`config.mk`:
```
export PLATFORM = sky130hd
export DESIGN_NAME = double_ended_queue_top
export DESIGN_NICKNAME = d
export VERILOG_FILES = /design/src/hdl/dq_pkg.sv /design/src/hdl/dq_ram.sv /design/src/hdl/dq_seq.sv /design/src/hdl/double_ended_queue_top.sv
export SDC_FILE = /design/constraint.sdc
export NUM_CORES = 1
export LEC_CHECK = 0
export BUFFER_PORTS_ARGS = -buffer_cell sky130_fd_sc_hd__buf_2
export CORE_MARGIN = 10
export CORE_UTILIZATION = 40
export CTS_BUF_LIST = sky130_fd_sc_hd__clkbuf_2 sky130_fd_sc_hd__clkbuf_4 sky130_fd_sc_hd__clkbuf_8
export CTS_CLUSTER_SIZE = 10
export DETAILED_ROUTE_END_ITERATION = 6
export GPL_ROUTABILITY_DRIVEN = 1
export GPL_TIMING_DRIVEN = 0
export PLACE_DENSITY = 0.55
export SYNTH_ARGS = -nofsm -noshare
export SYNTH_HDL_FRONTEND = slang
export SYNTH_SLANG_ARGS = --single-unit
```
`constraint.sdc`:
```
create_clock -name clk -period 20 [get_ports clk]
set_input_delay 4 -clock clk [delete_from_list [all_inputs] [get_ports clk]]
set_output_delay 4 -clock clk [all_outputs]
set_load 0.005 [all_outputs]
```
`src/hdl/dq_pkg.sv`:
```
// Shared types, constants and index helpers for the double-ended queue.
// No dependencies; dq_seq and double_ended_queue_top import this package.
`timescale 1ns / 1ps

package dq_pkg;

  localparam int DEPTH      = 16;
  localparam int ELEM_WIDTH = 32;
  localparam int ADDR_W     = (DEPTH > 1) ? $clog2(DEPTH) : 1;
  localparam int CNT_W      = $clog2(DEPTH + 1);
  localparam int SUM_W      = CNT_W + 1;

  // Request codes
  localparam logic [2:0] REQ_PUSH_FRONT = 3'd0;
  localparam logic [2:0] REQ_PUSH_BACK  = 3'd1;
  localparam logic [2:0] REQ_POP_FRONT  = 3'd2;
  localparam logic [2:0] REQ_POP_BACK   = 3'd3;
  localparam logic [2:0] REQ_STATUS     = 3'd4;

  // Error codes
  localparam logic [1:0] ERR_OK         = 2'd0;
  localparam logic [1:0] ERR_POP_EMPTY  = 2'd1;
  localparam logic [1:0] ERR_PUSH_FULL  = 2'd2;

  typedef logic [ADDR_W-1:0]     addr_t;
  typedef logic [CNT_W-1:0]      cnt_t;
  typedef logic [ELEM_WIDTH-1:0] elem_t;

  // One result as handed from the sequencer to the output register
  typedef struct packed {
    elem_t      popped;
    elem_t      front;
    elem_t      back;
    cnt_t       count;
    logic [1:0] err;
  } res_t;

  // Sequencer status toward the top level
  typedef struct packed {
    logic busy;
    logic res_load;
  } seq_stat_t;

  // Ring index plus offset; both operands stay below DEPTH, so one correction
  function automatic addr_t wrap_add(addr_t a, cnt_t b);
    logic [SUM_W-1:0] s;
    s = SUM_W'(a) + SUM_W'(b);
    if (s >= SUM_W'(DEPTH)) s = s - SUM_W'(DEPTH);
    return s[ADDR_W-1:0];
  endfunction

  function automatic addr_t wrap_inc(addr_t a);
    return (a == addr_t'(DEPTH - 1)) ? '0 : addr_t'(a + 1'b1);
  endfunction

  function automatic addr_t wrap_dec(addr_t a);
    return (a == '0) ? addr_t'(DEPTH - 1) : addr_t'(a - 1'b1);
  endfunction

endpackage

```
`src/hdl/dq_ram.sv`:
```
// Generic single-write, single-read synchronous RAM with registered read data.
// No dependencies.
`timescale 1ns / 1ps

module dq_ram #(
  parameter int DATA_W = 32,
  parameter int WORDS  = 16,
  parameter int ADDR_W = 4
) (
  input  logic              clk,
  input  logic              wr_en,
  input  logic [ADDR_W-1:0] wr_addr,
  input  logic [DATA_W-1:0] wr_data,
  input  logic              rd_en,
  input  logic [ADDR_W-1:0] rd_addr,
  output logic [DATA_W-1:0] rd_data
);

  logic [DATA_W-1:0] mem [WORDS];

  // Write port
  always_ff @(posedge clk) begin
    if (wr_en) mem[wr_addr] <= wr_data;
  end

  // Read port with registered read data
  always_ff @(posedge clk) begin
    if (rd_en) rd_data <= mem[rd_addr];
  end

endmodule

```
`src/hdl/dq_seq.sv`:
```
// Request sequencer: head/count/front/back registers and slot RAM access.
// Depends on dq_pkg and dq_ram.
`timescale 1ns / 1ps

module dq_seq
  import dq_pkg::*;
(
  input  logic       clk,
  input  logic       rst,
  input  logic       req_fire,
  input  logic [2:0] req_code,
  input  elem_t      req_value,
  output res_t       res,
  output seq_stat_t  stat
);

  localparam logic ST_IDLE = 1'b0;
  localparam logic ST_WAIT = 1'b1;

  logic  state, state_next;
  addr_t head, head_next;
  cnt_t  cnt, cnt_next;
  elem_t front, front_next;
  elem_t back, back_next;
  elem_t popped_hold, popped_hold_next;
  logic  pend_front, pend_front_next;

  logic  wr_en, rd_en;
  addr_t wr_addr, rd_addr;
  elem_t rd_data;
  elem_t popped;
  logic [1:0] err;

  dq_ram #(
    .DATA_W (ELEM_WIDTH),
    .WORDS  (DEPTH),
    .ADDR_W (ADDR_W)
  ) u_ram (
    .clk     (clk),
    .wr_en   (wr_en),
    .wr_addr (wr_addr),
    .wr_data (req_value),
    .rd_en   (rd_en),
    .rd_addr (rd_addr),
    .rd_data (rd_data)
  );

  // Request decode; pops that leave elements behind fetch the new end slot
  always_comb begin
    state_next       = state;
    head_next        = head;
    cnt_next         = cnt;
    front_next       = front;
    back_next        = back;
    popped_hold_next = popped_hold;
    pend_front_next  = pend_front;
    wr_en            = 1'b0;
    wr_addr          = head;
    rd_en            = 1'b0;
    rd_addr          = head;
    popped           = '0;
    err              = ERR_OK;

    unique case (state)
      ST_IDLE: begin
        if (req_fire) begin
          case (req_code)
            REQ_PUSH_FRONT: begin
              if (cnt == cnt_t'(DEPTH)) begin
                err = ERR_PUSH_FULL;
              end else begin
                head_next  = wrap_dec(head);
                wr_en      = 1'b1;
                wr_addr    = head_next;
                front_next = req_value;
                if (cnt == '0) back_next = req_value;
                cnt_next   = cnt + cnt_t'(1);
              end
            end
            REQ_PUSH_BACK: begin
              if (cnt == cnt_t'(DEPTH)) begin
                err = ERR_PUSH_FULL;
              end else begin
                wr_en     = 1'b1;
                wr_addr   = wrap_add(head, cnt);
                back_next = req_value;
                if (cnt == '0) front_next = req_value;
                cnt_next  = cnt + cnt_t'(1);
              end
            end
            REQ_POP_FRONT: begin
              if (cnt == '0) begin
                err = ERR_POP_EMPTY;
              end else begin
                popped    = front;
                head_next = wrap_inc(head);
                cnt_next  = cnt - cnt_t'(1);
                if (cnt > cnt_t'(1)) begin
                  rd_en            = 1'b1;
                  rd_addr          = wrap_inc(head);
                  pend_front_next  = 1'b1;
                  popped_hold_next = front;
                  state_next       = ST_WAIT;
                end
              end
            end
            REQ_POP_BACK: begin
              if (cnt == '0) begin
                err = ERR_POP_EMPTY;
              end else begin
                popped   = back;
                cnt_next = cnt - cnt_t'(1);
                if (cnt > cnt_t'(1)) begin
                  rd_en            = 1'b1;
                  rd_addr          = wrap_add(head, cnt - cnt_t'(2));
                  pend_front_next  = 1'b0;
                  popped_hold_next = back;
                  state_next       = ST_WAIT;
                end
              end
            end
            default: begin
              // status only, unused codes included
            end
          endcase
        end
      end
      ST_WAIT: begin
        if (pend_front) front_next = rd_data;
        else            back_next  = rd_data;
        popped     = popped_hold;
        state_next = ST_IDLE;
      end
      default: state_next = ST_IDLE;
    endcase
  end

  // Result assembly from the post-request state
  always_comb begin
    res.popped    = popped;
    res.count     = cnt_next;
    res.err       = err;
    res.front     = (cnt_next == '0) ? '0 : front_next;
    res.back      = (cnt_next == '0) ? '0 : back_next;
    stat.busy     = (state == ST_WAIT);
    stat.res_load = ((state == ST_IDLE) && req_fire && (state_next == ST_IDLE))
                    || (state == ST_WAIT);
  end

  // Control state
  always_ff @(posedge clk) begin
    if (rst) begin
      state <= ST_IDLE;
      head  <= '0;
      cnt   <= '0;
    end else begin
      state <= state_next;
      head  <= head_next;
      cnt   <= cnt_next;
    end
  end

  // End-element cache and pop bookkeeping
  always_ff @(posedge clk) begin
    front       <= front_next;
    back        <= back_next;
    popped_hold <= popped_hold_next;
    pend_front  <= pend_front_next;
  end

endmodule

```
`src/hdl/double_ended_queue_top.sv`:
```
// Top level of the double-ended queue: handshake and result register.
// Depends on dq_pkg and dq_seq (which holds dq_ram).
`timescale 1ns / 1ps

// Bounded deque of DEPTH signed elements kept in a ring of RAM slots.
// Input channel (in_valid/in_ready): req_type selects push front, push back,
// pop front, pop back or status; push_value is stored on pushes.
// Output channel (out_valid/out_ready): exactly one result per request with
// the popped element, new front and back elements, count, empty flag and
// error code (pop on empty or push on full leaves the state untouched).
// Pushes, status requests, rejected requests and pops that empty the deque
// deliver their result in the cycle after acceptance, and a new request can be
// accepted every cycle while the receiver keeps up. A pop that leaves elements
// behind reads the new end element from the registered slot RAM port, so its
// result is loaded from a wait state and the input is held off during it.
// Front and back elements are cached in registers; the RAM read port is the
// only path a pop waits on.
// Reset (synchronous, active high) empties the deque and drops any pending
// result; slot contents are not cleared since only written slots are read.
// When the receiver stalls the result stays in the output register and
// in_ready drops until it is taken; the next request is accepted in the
// same cycle a result is taken.

module double_ended_queue_top
  import dq_pkg::*;
(
  input  logic                  clk,
  input  logic                  rst,
  input  logic                  in_valid,
  output logic                  in_ready,
  input  logic [2:0]            req_type,
  input  logic signed [ELEM_WIDTH-1:0] push_value,
  output logic                  out_valid,
  input  logic                  out_ready,
  output logic signed [ELEM_WIDTH-1:0] popped_value,
  output logic signed [ELEM_WIDTH-1:0] front_value,
  output logic signed [ELEM_WIDTH-1:0] back_value,
  output logic [CNT_W-1:0]      count,
  output logic                  is_empty,
  output logic [1:0]            error_code
);

  res_t      res;
  res_t      out_res;
  seq_stat_t stat;
  logic      in_fire;

  assign in_ready = !stat.busy && (!out_valid || out_ready);
  assign in_fire  = in_valid && in_ready;

  dq_seq u_seq (
    .clk       (clk),
    .rst       (rst),
    .req_fire  (in_fire),
    .req_code  (req_type),
    .req_value (push_value),
    .res       (res),
    .stat      (stat)
  );

  // Output valid flag
  always_ff @(posedge clk) begin
    if (rst) begin
      out_valid <= 1'b0;
    end else if (stat.res_load) begin
      out_valid <= 1'b1;
    end else if (out_ready) begin
      out_valid <= 1'b0;
    end
  end

  // Output payload
  always_ff @(posedge clk) begin
    if (stat.res_load) out_res <= res;
  end

  assign popped_value = out_res.popped;
  assign front_value  = out_res.front;
  assign back_value   = out_res.back;
  assign count        = out_res.count;
  assign is_empty     = (out_res.count == '0);
  assign error_code   = out_res.err;

  // A new result never lands on one that has not been taken
  a_no_overwrite: assert property (@(posedge clk) disable iff (rst)
    stat.res_load |-> (!out_valid || out_ready))
    else $error("result register overwritten");

  // Reported count never exceeds capacity
  a_count_range: assert property (@(posedge clk) disable iff (rst)
    out_valid |-> (count <= CNT_W'(DEPTH)))
    else $error("count above depth");

  // A rejected pop reports no element
  a_pop_err_zero: assert property (@(posedge clk) disable iff (rst)
    (out_valid && (error_code == ERR_POP_EMPTY)) |-> (popped_value == '0))
    else $error("rejected pop carries data");

  // Each accepted request loads its result at once or enters the read wait state
  a_result_latency: assert property (@(posedge clk) disable iff (rst)
    in_fire |=> ($past(stat.res_load) || stat.busy))
    else $error("request produced no result");

endmodule
```
==> impl_metrics.py <==
metrics = {
    "outcome": {
        "status": "finished with violations",
        "violations": "DRC",
    },
    "hold_path": {
        "hp-class": "reg2reg",
    },
    "final_layout": {
        "fin_area_um2": 36800,
        "utilization_pct": 46.7,
        "area_growth_syn_to_layout_pct": 16.0,
        "layout-drive-gt1-share_pct": 19.8,
        "fin_cells": 3619,
        "nNetsFinal": 2523,
    },
    "setup_path": {
        "required_ns": 16.00,
        "cp-start-kind": "input port",
        "cp_max_fo": 3,
        "crit_chain": "buf_2 -> nor2b_1 -> nor2_1 -> buf_2",
        "endpoint_kind": "output pin",
        "max_stage_delay_ns": 0.37,
        "worstSetupPathType": "in2out",
        "arrival_ns": 4.76,
        "critical-path-slowest-cell": "nor2b_1",
        "crit_top_cell": "buf_2",
    },
    "pwr": {
        "power_density_nw_per_um2": 98.7,
        "switching_share_pct": 25.0,
        "p_sw_mw": 0.909,
        "ir_worst_vdd_uv": 49.3,
        "combPwrFrac_pct": 11.2,
        "finalPower_mw": 3.63,
        "p_int_mw": 2.73,
        "pwr-share-clk_pct": 37.2,
        "seqPwrFrac_pct": 51.7,
        "p_leak_nw": 13.6,
    },
    "route": {
        "ant_nets": 0,
        "drc_errors": 2,
        "vias": 19842,
        "wire_per_inst_um": 24.4,
        "first_pass_iters": 7,
        "viasPerCell": 5.48,
        "wirelength_um": 88400,
        "drtIter0Drc": 1662,
    },
    "global_route": {
        "overflow": 0,
        "grt_start_max_net_pins": 36,
        "antenna_found_initial": 1,
        "grt_pass1_vias": 20430,
        "track_usage_pct": 19.0,
        "grt_pass1_wl_um": 130000,
    },
    "timing": {
        "rsz0062_at_grt": "no",
        "finalWorstSetupSlack_ns": 11.24,
        "relSlewSlack_pct": 36.1,
        "tightest_slew_ns": 0.958,
        "fmax_mhz": 114,
        "finClkSkew_ns": 0.0452,
        "holdWs_ns": 0.519,
        "setup_tns_ns": 0,
        "fin_crit_ns": 8.76,
        "setup_viol": 0,
        "slew_violations": 0,
        "fin_crit_sh_pct": 43.8,
        "hold_violations": 0,
    },
    "synthesis": {
        "synth.distinct_cells": 74,
        "syn-num-nets": 2239,
        "ys_seq_elements": 755,
        "async_flop_share_pct": 0,
        "synth_top_area_share_pct": 64.3,
        "ys.warnings.count": 0,
        "synthTopCellsByArea": "edfxtp_1, mux2i_1, dfxtp_1",
        "synth_largest_area_cell": "edfxtp_1",
        "syn_area_per_cell_um2": 14.5,
        "synth.yosys.seq_area_share_pct": 69.0,
        "syn-cell-area_um2": 31800,
        "synth_flop_cell": "edfxtp_1",
        "synthCells": 2184,
        "synth_edf_count": 680,
        "yosysMostFrequentCell": "edfxtp_1",
        "synthTopCellsByCount": "edfxtp_1, mux2i_1, nand3_1",
    },
    "die": {
        "initial_core_util_pct": 40.3,
        "core_area_um2": 78900,
        "rows": 103,
        "die_x_um": 302,
        "die_area_um2": 91100,
        "io_pins": 145,
        "die_y_um": 302,
    },
    "clocking": {
        "post_cts_buffers": 0,
        "cts_tree": "done",
        "clockRootBuffer": "clkbuf_8",
        "cts_max_level": 3,
        "path_clk_slew_ns": 0.06,
        "clock_sinks": 755,
        "cts-buffers-inserted": 119,
        "insertion_delay_ns": 0.75,
        "hold_buffers": 0,
        "clock_path_buffers": 3,
        "cts_resized": 0,
    },
    "placement": {
        "pre_cts_ws_ns": 11.23,
        "dp.cells": 3397,
        "port_buffers": 144,
        "post_dp_cell_area_um2": 34300,
        "dpl.hpwl_um": 61400,
        "gp_congestion": 0.851,
    },
    "flow_run": {
        "cap_violations": 0,
    },
}
-- cell families after synthesis --
group	Yosys count	share of synthesized area [%]
flops	755	69.0
simple gates	495	7.76
mux	385	12.4
compound gates	353	7.44
buf+inv	174	2.55
fa+ha+maj	16	0.678
xor+xnor	6	0.165
-- power groups by stage --
stage	Combinational, mW	Clock, mW	Sequential, mW
global placement	0.392	0	1.91
CTS	0.408	1.38	1.88
floorplan	0.238	0	1.90
finish	0.405	1.35	1.88
detailed placement	0.407	0	1.91
global route	0.445	1.45	1.89
-- metal layers --
metal | wire length (um) | vias up | global-route usage, %
met3 | 6980 | 157 | 4.51
met2 | 42500 | 757 | 31.4
li1 | - | 9009 | -
met4 | 2380 | 0 | 6.91
met1 | 36500 | 9919 | 24.1
met5 | 0 | - | 0.0529
-- worst paths after layout --
check | slack (ns) | to | start | cells after the start
worst max-delay path | 11.24 | in_ready | out_ready | 4
worst min-delay path | 0.52 | popped_value[6] | u_seq.popped_hold[6] | 2
worst min register to register | 0.52 | popped_value[6] | u_seq.popped_hold[6] | 2
worst max register to register | 15.10 | u_seq.u_ram.rd_data[8] | u_seq.cnt[1] | 11
-- critical path, delay by kind of cell --
kind                   cells  cell delay [ns]
and+or+nand+nor            2             0.48
buffers and inverters      2             0.28
-- cells in the final DEF (no fill, tap or decap), types with 7 or more instances in the layout --
cell type	instances
clkinv_2	9
clkbuf_1	96
buf_4	10
nand3_1	193
o21ai_0	138
dfxtp_1	75
buf_1	9
nor2_1	20
clkinv_1	29
nor2b_1	68
a22oi_1	34
nor2_4	16
o211ai_1	37
buf_2	172
mux2_2	63
clkbuf_4	44
clkbuf_8	132
nand2_1	154
buf_12	14
buf_6	11
edfxtp_1	680
ha_1	14
mux2i_1	322
o221ai_1	33
a21oi_1	41
inv_1	16
and3_1	7
a221o_1	31
-- registers in the layout, indices dropped and copies added, names as in the netlist --
signal / count
u_seq.popped_hold: 32
u_seq.state: 1
u_seq.front: 32
popped_value: 32
u_seq.back: 32
u_seq.u_ram.rd_data: 32
error_code: 2
out_valid: 1
u_seq.cnt: 5
front_value: 32
u_seq.head: 4
back_value: 32
count: 5
u_seq.pend_front: 1
u_seq.u_ram.mem: 512
-- area by class of cell --
class,count,area (um^2)
plain buffers,155,738
fillers,6967,42000
clock inverters,45,344
diodes,1,2.50
repair buffers,163,1140
flip-flops and latches,755,21900
clock buffers,176,2150
well taps,1050,1310
inverters,19,71.3
multi-input cells,1255,9160
Note: power is estimated with default switching activity, not from simulation.
